File: config.mk
export PLATFORM = sky130hd
export DESIGN_NAME = fsmc_stack
export DESIGN_NICKNAME = d
export VERILOG_FILES = /design/src/hw/rtl/fsmc_pkg.sv /design/src/hw/rtl/fsmc_stack.sv
export SDC_FILE = /design/constraint.sdc
export NUM_CORES = 1
export LEC_CHECK = 0
export ABC_CLOCK_PERIOD_IN_PS = 5000
export BUFFER_PORTS_ARGS = -buffer_cell sky130_fd_sc_hd__buf_2
export CORE_MARGIN = 2
export CORE_UTILIZATION = 45
export DETAILED_ROUTE_END_ITERATION = 10
export HOLD_SLACK_MARGIN = 0.05
export PLACE_DENSITY = 0.75
export SYNTH_ARGS = -nofsm -noshare
export SYNTH_HDL_FRONTEND = slang
export SYNTH_SLANG_ARGS = --single-unit
File: constraint.sdc
create_clock -name clock -period 5 [get_ports clock]
set_input_delay 0.5 -clock clock [delete_from_list [all_inputs] [get_ports clock]]
set_output_delay 0.5 -clock clock [all_outputs]
set_load 0.02 [all_outputs]
File: src/hw/rtl/fsmc_pkg.sv
// ---------------------------------------------------------------------------
// fsmc_pkg
// Types, constants and the micro-op table of the 16-bit Forth stack machine.
// ---------------------------------------------------------------------------
`default_nettype none

package fsmc_pkg;

   localparam int unsigned MEM_WORDS_DEF = 8192;

   localparam logic [15:0] CELL_SP0 = 16'd6;
   localparam logic [15:0] CELL_RP0 = 16'd7;
   localparam logic [15:0] CELL_SP  = 16'd33;
   localparam logic [15:0] CELL_RP  = 16'd34;
   localparam logic [15:0] ALL_ONES = 16'hFFFF;
   localparam logic [15:0] SIGN_BIT = 16'h8000;

   typedef enum logic [1:0] {
      OP_WRITE = 2'd0,
      OP_READ  = 2'd1,
      OP_START = 2'd2,
      OP_STEP  = 2'd3
   } op_type;

   localparam logic [1:0] RUN_IDLE = 2'd0;
   localparam logic [1:0] RUN_GO   = 2'd1;
   localparam logic [1:0] RUN_HALT = 2'd2;
   localparam logic [1:0] RUN_END  = 2'd3;

   // instruction classes: opcodes 0..20, then call and start
   localparam logic [4:0] OPC_NOP    = 5'd0;
   localparam logic [4:0] OPC_HALT   = 5'd1;
   localparam logic [4:0] OPC_LIT    = 5'd2;
   localparam logic [4:0] OPC_EXIT   = 5'd3;
   localparam logic [4:0] OPC_LOAD   = 5'd4;
   localparam logic [4:0] OPC_STORE  = 5'd5;
   localparam logic [4:0] OPC_DROP   = 5'd6;
   localparam logic [4:0] OPC_OVER   = 5'd7;
   localparam logic [4:0] OPC_SWAP   = 5'd8;
   localparam logic [4:0] OPC_DUP    = 5'd9;
   localparam logic [4:0] OPC_UMPLUS = 5'd10;
   localparam logic [4:0] OPC_NAND   = 5'd11;
   localparam logic [4:0] OPC_ZLESS  = 5'd12;
   localparam logic [4:0] OPC_TOR    = 5'd13;
   localparam logic [4:0] OPC_RFROM  = 5'd14;
   localparam logic [4:0] OPC_NEXT   = 5'd15;
   localparam logic [4:0] OPC_BRANCH = 5'd16;
   localparam logic [4:0] OPC_ZBR    = 5'd17;
   localparam logic [4:0] OPC_EXEC   = 5'd18;
   localparam logic [4:0] OPC_TX     = 5'd19;
   localparam logic [4:0] OPC_RX     = 5'd20;
   localparam logic [4:0] CLS_CALL   = 5'd21;
   localparam logic [4:0] CLS_START  = 5'd22;

   typedef struct packed {
      logic [1:0]  operation;
      logic [12:0] address;
      logic [15:0] write_value;
      logic [7:0]  rx_byte;
      logic        rx_eof;
   } req_type;

   typedef struct packed {
      logic [15:0] read_data;
      logic        tx_valid;
      logic [7:0]  tx_byte;
      logic [1:0]  run_state;
      logic [15:0] program_counter;
   } rsp_type;

   typedef struct packed {
      logic        en;
      logic        we;
      logic [15:0] addr;
      logic [15:0] wdata;
   } mem_req_type;

   typedef struct packed {
      logic        go;
      logic        rs;
      logic        pop;
      logic [15:0] value;
   } stk_req_type;

   typedef struct packed {
      logic        done;
      logic [15:0] data;
   } stk_rsp_type;

   typedef enum logic [2:0] {
      M_IDLE, M_READ, M_FETCH, M_DECODE, M_UOP, M_STKW, M_RDW, M_DONE
   } main_state_type;

   typedef enum logic [2:0] {
      S_IDLE, S_P1, S_P2, S_P3, S_P4
   } stk_state_type;

   typedef enum logic [3:0] {
      K_END, K_PUSHD, K_PUSHR, K_POPD, K_POPR, K_RDOP, K_LOAD, K_STORE,
      K_CPSP, K_CPRP
   } uop_kind_type;

   typedef enum logic [3:0] {
      SRC_A, SRC_B, SRC_T, SRC_W, SRC_SUMLO, SRC_SUMHI, SRC_NAND, SRC_SIGN,
      SRC_RX, SRC_ONES, SRC_PC1, SRC_DEC, SRC_MEMW
   } src_type;

   typedef enum logic [2:0] {
      PS_PC1, PS_PC2, PS_A, PS_T, PS_HALT, PS_NEXT, PS_ZB, PS_START
   } pcsel_type;

   typedef struct packed {
      uop_kind_type kind;
      src_type      src;
      logic         dst_b;
      logic         cond_nz;
      pcsel_type    pcsel;
      logic         tx;
   } uop_type;

   function automatic logic [4:0] opc_class(logic [15:0] w);
      return (w < 16'd21) ? w[4:0] : CLS_CALL;
   endfunction

   function automatic uop_type mk(uop_kind_type k, src_type s, logic db, logic c,
                                  pcsel_type p, logic tx);
      uop_type u;
      u.kind    = k;
      u.src     = s;
      u.dst_b   = db;
      u.cond_nz = c;
      u.pcsel   = p;
      u.tx      = tx;
      return u;
   endfunction

   function automatic uop_type pushd(src_type s);
      return mk(K_PUSHD, s, 1'b0, 1'b0, PS_PC1, 1'b0);
   endfunction

   function automatic uop_type pushr(src_type s);
      return mk(K_PUSHR, s, 1'b0, 1'b0, PS_PC1, 1'b0);
   endfunction

   function automatic uop_type popd(logic db);
      return mk(K_POPD, SRC_A, db, 1'b0, PS_PC1, 1'b0);
   endfunction

   function automatic uop_type popr();
      return mk(K_POPR, SRC_A, 1'b0, 1'b0, PS_PC1, 1'b0);
   endfunction

   function automatic uop_type endp(pcsel_type p);
      return mk(K_END, SRC_A, 1'b0, 1'b0, p, 1'b0);
   endfunction

   function automatic uop_type simple(uop_kind_type k);
      return mk(k, SRC_A, 1'b0, 1'b0, PS_PC1, 1'b0);
   endfunction

   // micro-program of each class, step by step
   function automatic uop_type uop_at(logic [4:0] cls, logic [2:0] idx);
      uop_type prog [8];
      for (int i = 0; i < 8; i++) begin
         prog[i] = endp(PS_PC1);
      end
      case (cls)
         OPC_NOP: begin
         end
         OPC_HALT: begin
            prog[0] = endp(PS_HALT);
         end
         OPC_LIT: begin
            prog[0] = simple(K_RDOP);
            prog[1] = pushd(SRC_T);
            prog[2] = endp(PS_PC2);
         end
         OPC_EXIT: begin
            prog[0] = popr();
            prog[1] = endp(PS_A);
         end
         OPC_LOAD: begin
            prog[0] = popd(1'b0);
            prog[1] = simple(K_LOAD);
            prog[2] = pushd(SRC_A);
         end
         OPC_STORE: begin
            prog[0] = popd(1'b0);
            prog[1] = popd(1'b1);
            prog[2] = simple(K_STORE);
         end
         OPC_DROP: begin
            prog[0] = popd(1'b0);
         end
         OPC_OVER: begin
            prog[0] = popd(1'b0);
            prog[1] = popd(1'b1);
            prog[2] = pushd(SRC_B);
            prog[3] = pushd(SRC_A);
            prog[4] = pushd(SRC_B);
         end
         OPC_SWAP: begin
            prog[0] = popd(1'b0);
            prog[1] = popd(1'b1);
            prog[2] = pushd(SRC_A);
            prog[3] = pushd(SRC_B);
         end
         OPC_DUP: begin
            prog[0] = popd(1'b0);
            prog[1] = pushd(SRC_A);
            prog[2] = pushd(SRC_A);
         end
         OPC_UMPLUS: begin
            prog[0] = popd(1'b0);
            prog[1] = popd(1'b1);
            prog[2] = pushd(SRC_SUMLO);
            prog[3] = pushd(SRC_SUMHI);
         end
         OPC_NAND: begin
            prog[0] = popd(1'b0);
            prog[1] = popd(1'b1);
            prog[2] = pushd(SRC_NAND);
         end
         OPC_ZLESS: begin
            prog[0] = popd(1'b0);
            prog[1] = pushd(SRC_SIGN);
         end
         OPC_TOR: begin
            prog[0] = popd(1'b0);
            prog[1] = pushr(SRC_A);
         end
         OPC_RFROM: begin
            prog[0] = popr();
            prog[1] = pushd(SRC_A);
         end
         OPC_NEXT: begin
            prog[0] = simple(K_RDOP);
            prog[1] = popr();
            prog[2] = mk(K_PUSHR, SRC_DEC, 1'b0, 1'b1, PS_PC1, 1'b0);
            prog[3] = endp(PS_NEXT);
         end
         OPC_BRANCH: begin
            prog[0] = simple(K_RDOP);
            prog[1] = endp(PS_T);
         end
         OPC_ZBR: begin
            prog[0] = popd(1'b0);
            prog[1] = simple(K_RDOP);
            prog[2] = endp(PS_ZB);
         end
         OPC_EXEC: begin
            prog[0] = pushr(SRC_PC1);
            prog[1] = popd(1'b0);
            prog[2] = endp(PS_A);
         end
         OPC_TX: begin
            prog[0] = popd(1'b0);
            prog[1] = mk(K_END, SRC_A, 1'b0, 1'b0, PS_PC1, 1'b1);
         end
         OPC_RX: begin
            prog[0] = pushd(SRC_RX);
            prog[1] = pushd(SRC_ONES);
         end
         CLS_CALL: begin
            prog[0] = pushd(SRC_W);
            prog[1] = pushr(SRC_PC1);
            prog[2] = popd(1'b0);
            prog[3] = endp(PS_A);
         end
         CLS_START: begin
            prog[0] = simple(K_CPSP);
            prog[1] = simple(K_CPRP);
            prog[2] = pushr(SRC_MEMW);
            prog[3] = endp(PS_START);
         end
         default: begin
         end
      endcase
      return prog[idx];
   endfunction

endpackage

`default_nettype wire

File: src/hw/rtl/fsmc_stack.sv
// ---------------------------------------------------------------------------
// fsmc_stack
// Push/pop sequencer: pointer read, then cell access and pointer update.
// ---------------------------------------------------------------------------
`default_nettype none

module fsmc_stack (
   input  wire logic                  clock,
   input  wire logic                  reset,
   input  wire fsmc_pkg::stk_req_type sreq,
   input  wire logic [15:0]           rdata,
   output fsmc_pkg::mem_req_type      mreq,
   output fsmc_pkg::stk_rsp_type      srsp
);
   import fsmc_pkg::*;

   stk_state_type state_ff, state_in;
   logic          rs_ff, pop_ff;
   logic [15:0]   val_ff;
   logic [15:0]   ptr_cell;
   logic [15:0]   nptr;

   assign ptr_cell = rs_ff ? CELL_RP : CELL_SP;
   // data stack grows up, return stack down
   assign nptr = (rs_ff == pop_ff) ? rdata + 16'd1 : rdata - 16'd1;

   always_ff @(posedge clock) begin
      if (reset) begin
         state_ff <= S_IDLE;
      end else begin
         state_ff <= state_in;
      end
   end

   always_ff @(posedge clock) begin
      if (state_ff == S_IDLE && sreq.go) begin
         rs_ff  <= sreq.rs;
         pop_ff <= sreq.pop;
         val_ff <= sreq.value;
      end
   end

   always_comb begin
      state_in = state_ff;
      case (state_ff)
         S_IDLE: if (sreq.go) state_in = S_P1;
         S_P1:   state_in = S_P2;
         S_P2:   state_in = S_P3;
         S_P3:   state_in = pop_ff ? S_P4 : S_IDLE;
         S_P4:   state_in = S_IDLE;
         default: state_in = S_IDLE;
      endcase
   end

   always_comb begin
      mreq      = '0;
      srsp.done = 1'b0;
      srsp.data = rdata;
      case (state_ff)
         S_IDLE: begin
            if (sreq.go) begin
               mreq.en   = 1'b1;
               mreq.addr = sreq.rs ? CELL_RP : CELL_SP;
            end
         end
         S_P1: begin
            mreq.en = 1'b1;
            mreq.we = 1'b1;
            if (pop_ff) begin
               mreq.addr  = ptr_cell;
               mreq.wdata = nptr;
            end else begin
               mreq.addr  = rdata;
               mreq.wdata = val_ff;
            end
         end
         S_P2: begin
            mreq.en   = 1'b1;
            mreq.addr = ptr_cell;
         end
         S_P3: begin
            mreq.en = 1'b1;
            if (pop_ff) begin
               mreq.addr = rdata;
            end else begin
               mreq.we    = 1'b1;
               mreq.addr  = ptr_cell;
               mreq.wdata = nptr;
               srsp.done  = 1'b1;
            end
         end
         S_P4: begin
            srsp.done = 1'b1;
         end
         default: begin
         end
      endcase
   end

endmodule

`default_nettype wire

# Yosys cells after proc, flatten, opt, wreduce, memory -nomap -nowiden
# Index checks and enable logic that the tools add are counted.
[totals] register_bits=21 wordCells=32
[op_classes] n_eq_ne=6 addsub=2 reduce_logical=3 n_mux=17
[ops] cell="one-hot mux 16 bit (4 select lines)" n=1
[ops] cell="two-way mux 16 bit" n=3
[ops] cell="two-way mux 32 bit" n=1
[ops] cell="one-hot mux 16 bit (2 select lines)" n=1
[ops] cell="adder 16 x 1 -> 16 bit (second input constant)" n=1
[ops] cell="subtractor 16 x 1 -> 16 bit (second input constant)" n=1
[ops] cell="one-hot mux 3 bit (4 select lines)" n=1
[ops] cell="equality test 3 x 2 -> 1 bit (second input constant)" n=2
[ops] cell="two-way mux 3 bit" n=2
[ops] cell="two-way mux 6 bit" n=1
[ops] cell="one-hot mux 1 bit (2 select lines)" n=3
[ops] cell="two-way mux 2 bit" n=2
[ops] cell="equality test 3 x 1 -> 1 bit (second input constant)" n=1
[ops] cell="equality test 3 bit (second input constant)" n=1
[ops] cell="logical NOT 3 bit" n=1
[ops] cell="OR reduction 3 bit" n=1
[ops] cell="two-way mux 1 bit" n=2
[ops] cell="!= test 2 bit (second input constant)" n=1
[ops] cell="equality test 1 bit" n=1
[ops] cell="logical AND 1 bit" n=1

# Longest topological paths before layout
[depth] depth_word=4 depth_mapped=11

# Worst setup path after synthesis
# OpenSTA, ideal clock, no wires.
[synth_path] kind="reg2out" startpoint="reg pop_ff" endpoint="out mreq[10] in the netlist's numbering" path_slack_ns=1.005 arrival_time_ns=3.495 stages_incl_launch_ff=11 required_time_ns=4.500 path_cell_list="edfxtp_1 -> clkbuf_1 -> buf_1 -> xor2_1 -> ha_1 -> a21o_1 -> a311oi_2 -> o21ai_1 -> nand2_1 -> xor2_1 -> o21ai_0"
[synth_lines] item="start, declared" line_no="fsmc_stack.sv:18" rtl="logic rs_ff, pop_ff;"
[synth_lines] item="start signal, assigned" line_no="fsmc_stack.sv:38" rtl="pop_ff <= sreq.pop;"
[synth_lines] item="end, declared" line_no="fsmc_stack.sv:12" rtl="output fsmc_pkg::mem_req_type mreq,"

==> flow_metrics.env <==
export IMPL_status="finished clean"
export IMPL_power_switching_uw=308
export IMPL_min_period_ns=3.67
export IMPL_required_ns=4.50
export IMPL_clk_path_buf_depth=2
export IMPL_synth_area_um2=2150
export IMPL_intPower_uw=419
export IMPL_slew_viol_final=0
export IMPL_synth_seq_cells=21
export IMPL_cts_tree="built"
export IMPL_worstSetupPathType="flop to primary output"
export IMPL_ctsResizeCount=0
export IMPL_drtAntennaViolNets=0
export IMPL_area_growth_pct=18.1
export IMPL_wl_mm=5.02
export IMPL_drive_gt1_share_pct=33.2
export IMPL_antenna_cells=0
export IMPL_cts_htree_levels=1
export IMPL_gr_total_overflow=0
export IMPL_yosysSeqAreaShare_pct=28.0
export IMPL_worstSkewPairLatency_ns=0.26
export IMPL_slew_headroom_pct=41.4
export IMPL_cts_root_buf="clkbuf_8"
export IMPL_arrival_ns=3.17
export IMPL_power_density_nw_per_um2=287
export IMPL_cts_setup_buffers=0
export IMPL_antenna_found_initial=0
export IMPL_synth_cells=251
export IMPL_maxCapViolations=0
export IMPL_portBuffers=87
export IMPL_firstDrtPassIters=4
export IMPL_synth_nets=305
export IMPL_viasPerCell=5.42
export IMPL_die_area_um2=5340
export IMPL_finalPower_uw=727
export IMPL_endpoint_kind="primary output"
export IMPL_p_clk_share_pct=14.8
export IMPL_globalRouteTotalUtil_pct=19.4
export IMPL_boundaryPins=88
export IMPL_ys_types=54
export IMPL_tns_ns=0
export IMPL_dp_slack_ns=1.63
export IMPL_leakagePower_nw=1.18
export IMPL_fin_crit_sh_pct=73.4
export IMPL_drcViolationCount=0
export IMPL_initialDrtViolationCount=151
export IMPL_nets=371
export IMPL_grt_max_degree=22
export IMPL_avgRoutedWirePerCell_um=13.6
export IMPL_final_setup_viol_count=0
export IMPL_syn_area_per_cell_um2=8.55
export IMPL_start_util_pct=46.1
export IMPL_core_um2=4660
export IMPL_nFillCells=434
export IMPL_rsz0062_at_grt="no"
export IMPL_clkTransAtPathRegs_ns=0.07
export IMPL_dp_cells=366
export IMPL_worstPathMaxFanout=21
export IMPL_yosys_warnings=0
export IMPL_peakVddDrop_v=0.000188
export IMPL_place_detailed_hpwl_mm=3.95
export IMPL_ctsHoldBuffers=0
export IMPL_grt_pass1_wl_mm=8.17
export IMPL_grt_pass1_vias=1800
export IMPL_hold_viol_final=0
export IMPL_fin_ws_ns=1.33
export IMPL_swShare_pct=42.4
export IMPL_fin_cells=370
export IMPL_worstHoldPathType="primary input to flop"
export IMPL_fmax_mhz=273
export IMPL_rows=25
export IMPL_power_frac_seq_pct=30.4
export IMPL_fin_skew_ns=0.00674
export IMPL_tightest_slew_ns=0.873
export IMPL_vias=2004
export IMPL_numCtsBuffers=3
export IMPL_gp_congestion=0.892
export IMPL_die_w_um=73.1
export IMPL_critPathLaunchType="flop"
export IMPL_die_h_um=73.1
export IMPL_cts_num_sinks=21
export IMPL_comb_power_share_pct=54.8
[synth_stat cells (all sizes together)]
master   count  area, um^2
nor2        25        93.8
nand2       20        75.1
o32ai        1        16.3
a2111oi      2        36.3
and4         2        17.5
xor2         8        70.1
nand2b       2        12.5
o2111ai      2        17.5
o31ai        1        7.51
or2          1        6.26
or3          1        6.26
o31a         2        17.5
mux2         1        11.3
a22oi        1        7.51
fa           1        20.0
a311oi       1        15.0
mux2i        2        20.0
and3         3        21.3
a32o         1        10.0
nand3        6        35.0
a211o        1        8.76
a31o         2        17.5
clkbuf       7        37.5
a22o         1        8.76
buf         22         150
a21o         8        60.1
a32oi        2        17.5
nor4         2        12.5
a41oi        1        16.3
o311ai       1        8.76
o21ai       17        85.1
inv          6        22.5
o41ai        1        8.76
a21oi       18        93.8
xnor2        7        61.3
a211oi       1        7.51
and2        14        87.6
dfxtp        3        60.1
ha          16         200
edfxtp      18         541
o211ai       2        15.0
nor4b        2        23.8
nor3        11        55.1
a31oi        5        31.3
[cell usage in the layout, fill, tap and decap left out, types with 2 or more instances in the layout]
cell and n:
nand2b_1 2, edfxtp_1 18, buf_4 3, o31a_1 2, xnor2_1 7, and2_1 14, dfxtp_1 3, nor4b_2 2
and4_1 2, nand3_1 5, o21ai_1 8, o211ai_1 2, nor4_1 2, clkbuf_8 3, a31o_1 2, buf_2 87
o2111ai_1 2, nor2_1 25, o21ai_0 9, and3_2 2, ha_1 16, nor3_1 11, a21o_1 8, nand2_1 20
a31oi_1 5, a32oi_1 2, mux2i_1 2, a21oi_1 17, inv_1 6, xor2_1 8
[critical path, stage by stage, from the launching register on]
cell and delay (ns):
edfxtp_1 0.36, buf_4 0.21, xor2_1 0.17, buf_4 0.21
ha_1 0.42, nand2_1 0.15, a2111oi_4 0.43, o2111ai_1 0.19
a21oi_1 0.20, nor3_1 0.09, nor4b_2 0.26, buf_2 0.21
[flip-flops by register name, summed over array words and instances, names as in the netlist]
signal and cells:
pop_ff 1, rs_ff 1, state_ff 3, val_ff 16
[logic make-up (layout without fill, tap and decap cells)]
kind of cell	count (synthesis)	count (layout)	synth area share (%)
and+or+nand+nor	89	89	20.8
buffers and inverters	35	100	9.79
AOI/OAI and AO/OA	71	71	23.6
xor gates and xnor gates	15	15	6.12
muxes	3	3	1.46
adders and majority gates	17	17	10.3
DFF	21	21	28.0
[path summary, 6_finish.rpt]
check,from,endpoint,slack (ns),cells past startpoint
max,pop_ff,mreq[15],1.33,11
min,sreq[0],val_ff[0],0.41,1
max reg2reg,state_ff[1],val_ff[11],3.21,2
min reg2reg,state_ff[2],state_ff[0],0.58,1
[final cells by class]
type,count,area [um^2],area share (%)
multi-input cells,195,1340,52.9
well taps,54,67.6,2.66
inverters,6,22.5,0.888
flip-flops and latches,21,601,23.7
repair buffers,90,458,18.1
clock buffers,4,45.0,1.78
[per-stage QoR]
stage	hold WS [ns]	utilization (%)	area (um^2)
after floorplan	0.500	-	2150
after global placement	0.564	53.4	2490
after detailed placement	0.563	53.4	2490
after CTS	0.402	54.4	2540
after global routing	0.398	54.4	2540
final	0.412	54.4	2540
[routing by layer]
| metal | global-route usage, % | up-vias | routed length (um) |
|---|---|---|---|
| li1 | - | 1032 | - |
| met1 | 26.7 | 886 | 2190 |
| met2 | 31.1 | 80 | 2420 |
| met3 | 2.49 | 6 | 351 |
| met4 | 6.79 | 0 | 61 |
| met5 | 0 | - | 0 |
[power groups by stage]
| stage | clock [mW] | sequential (mW) | combinational (mW) |
|---|---|---|---|
| 6_report | 0.108 | 0.221 | 0.398 |
| 5_1_grt | 0.121 | 0.222 | 0.442 |
| 4_1_cts | 0.114 | 0.220 | 0.397 |
| 3_5_place_dp | 0 | 0.224 | 0.394 |
| 3_3_place_gp | 0 | 0.224 | 0.391 |
| 2_1_floorplan | 0 | 0.216 | 0.312 |
No activity file was read; power rests on OpenSTA's default activity.
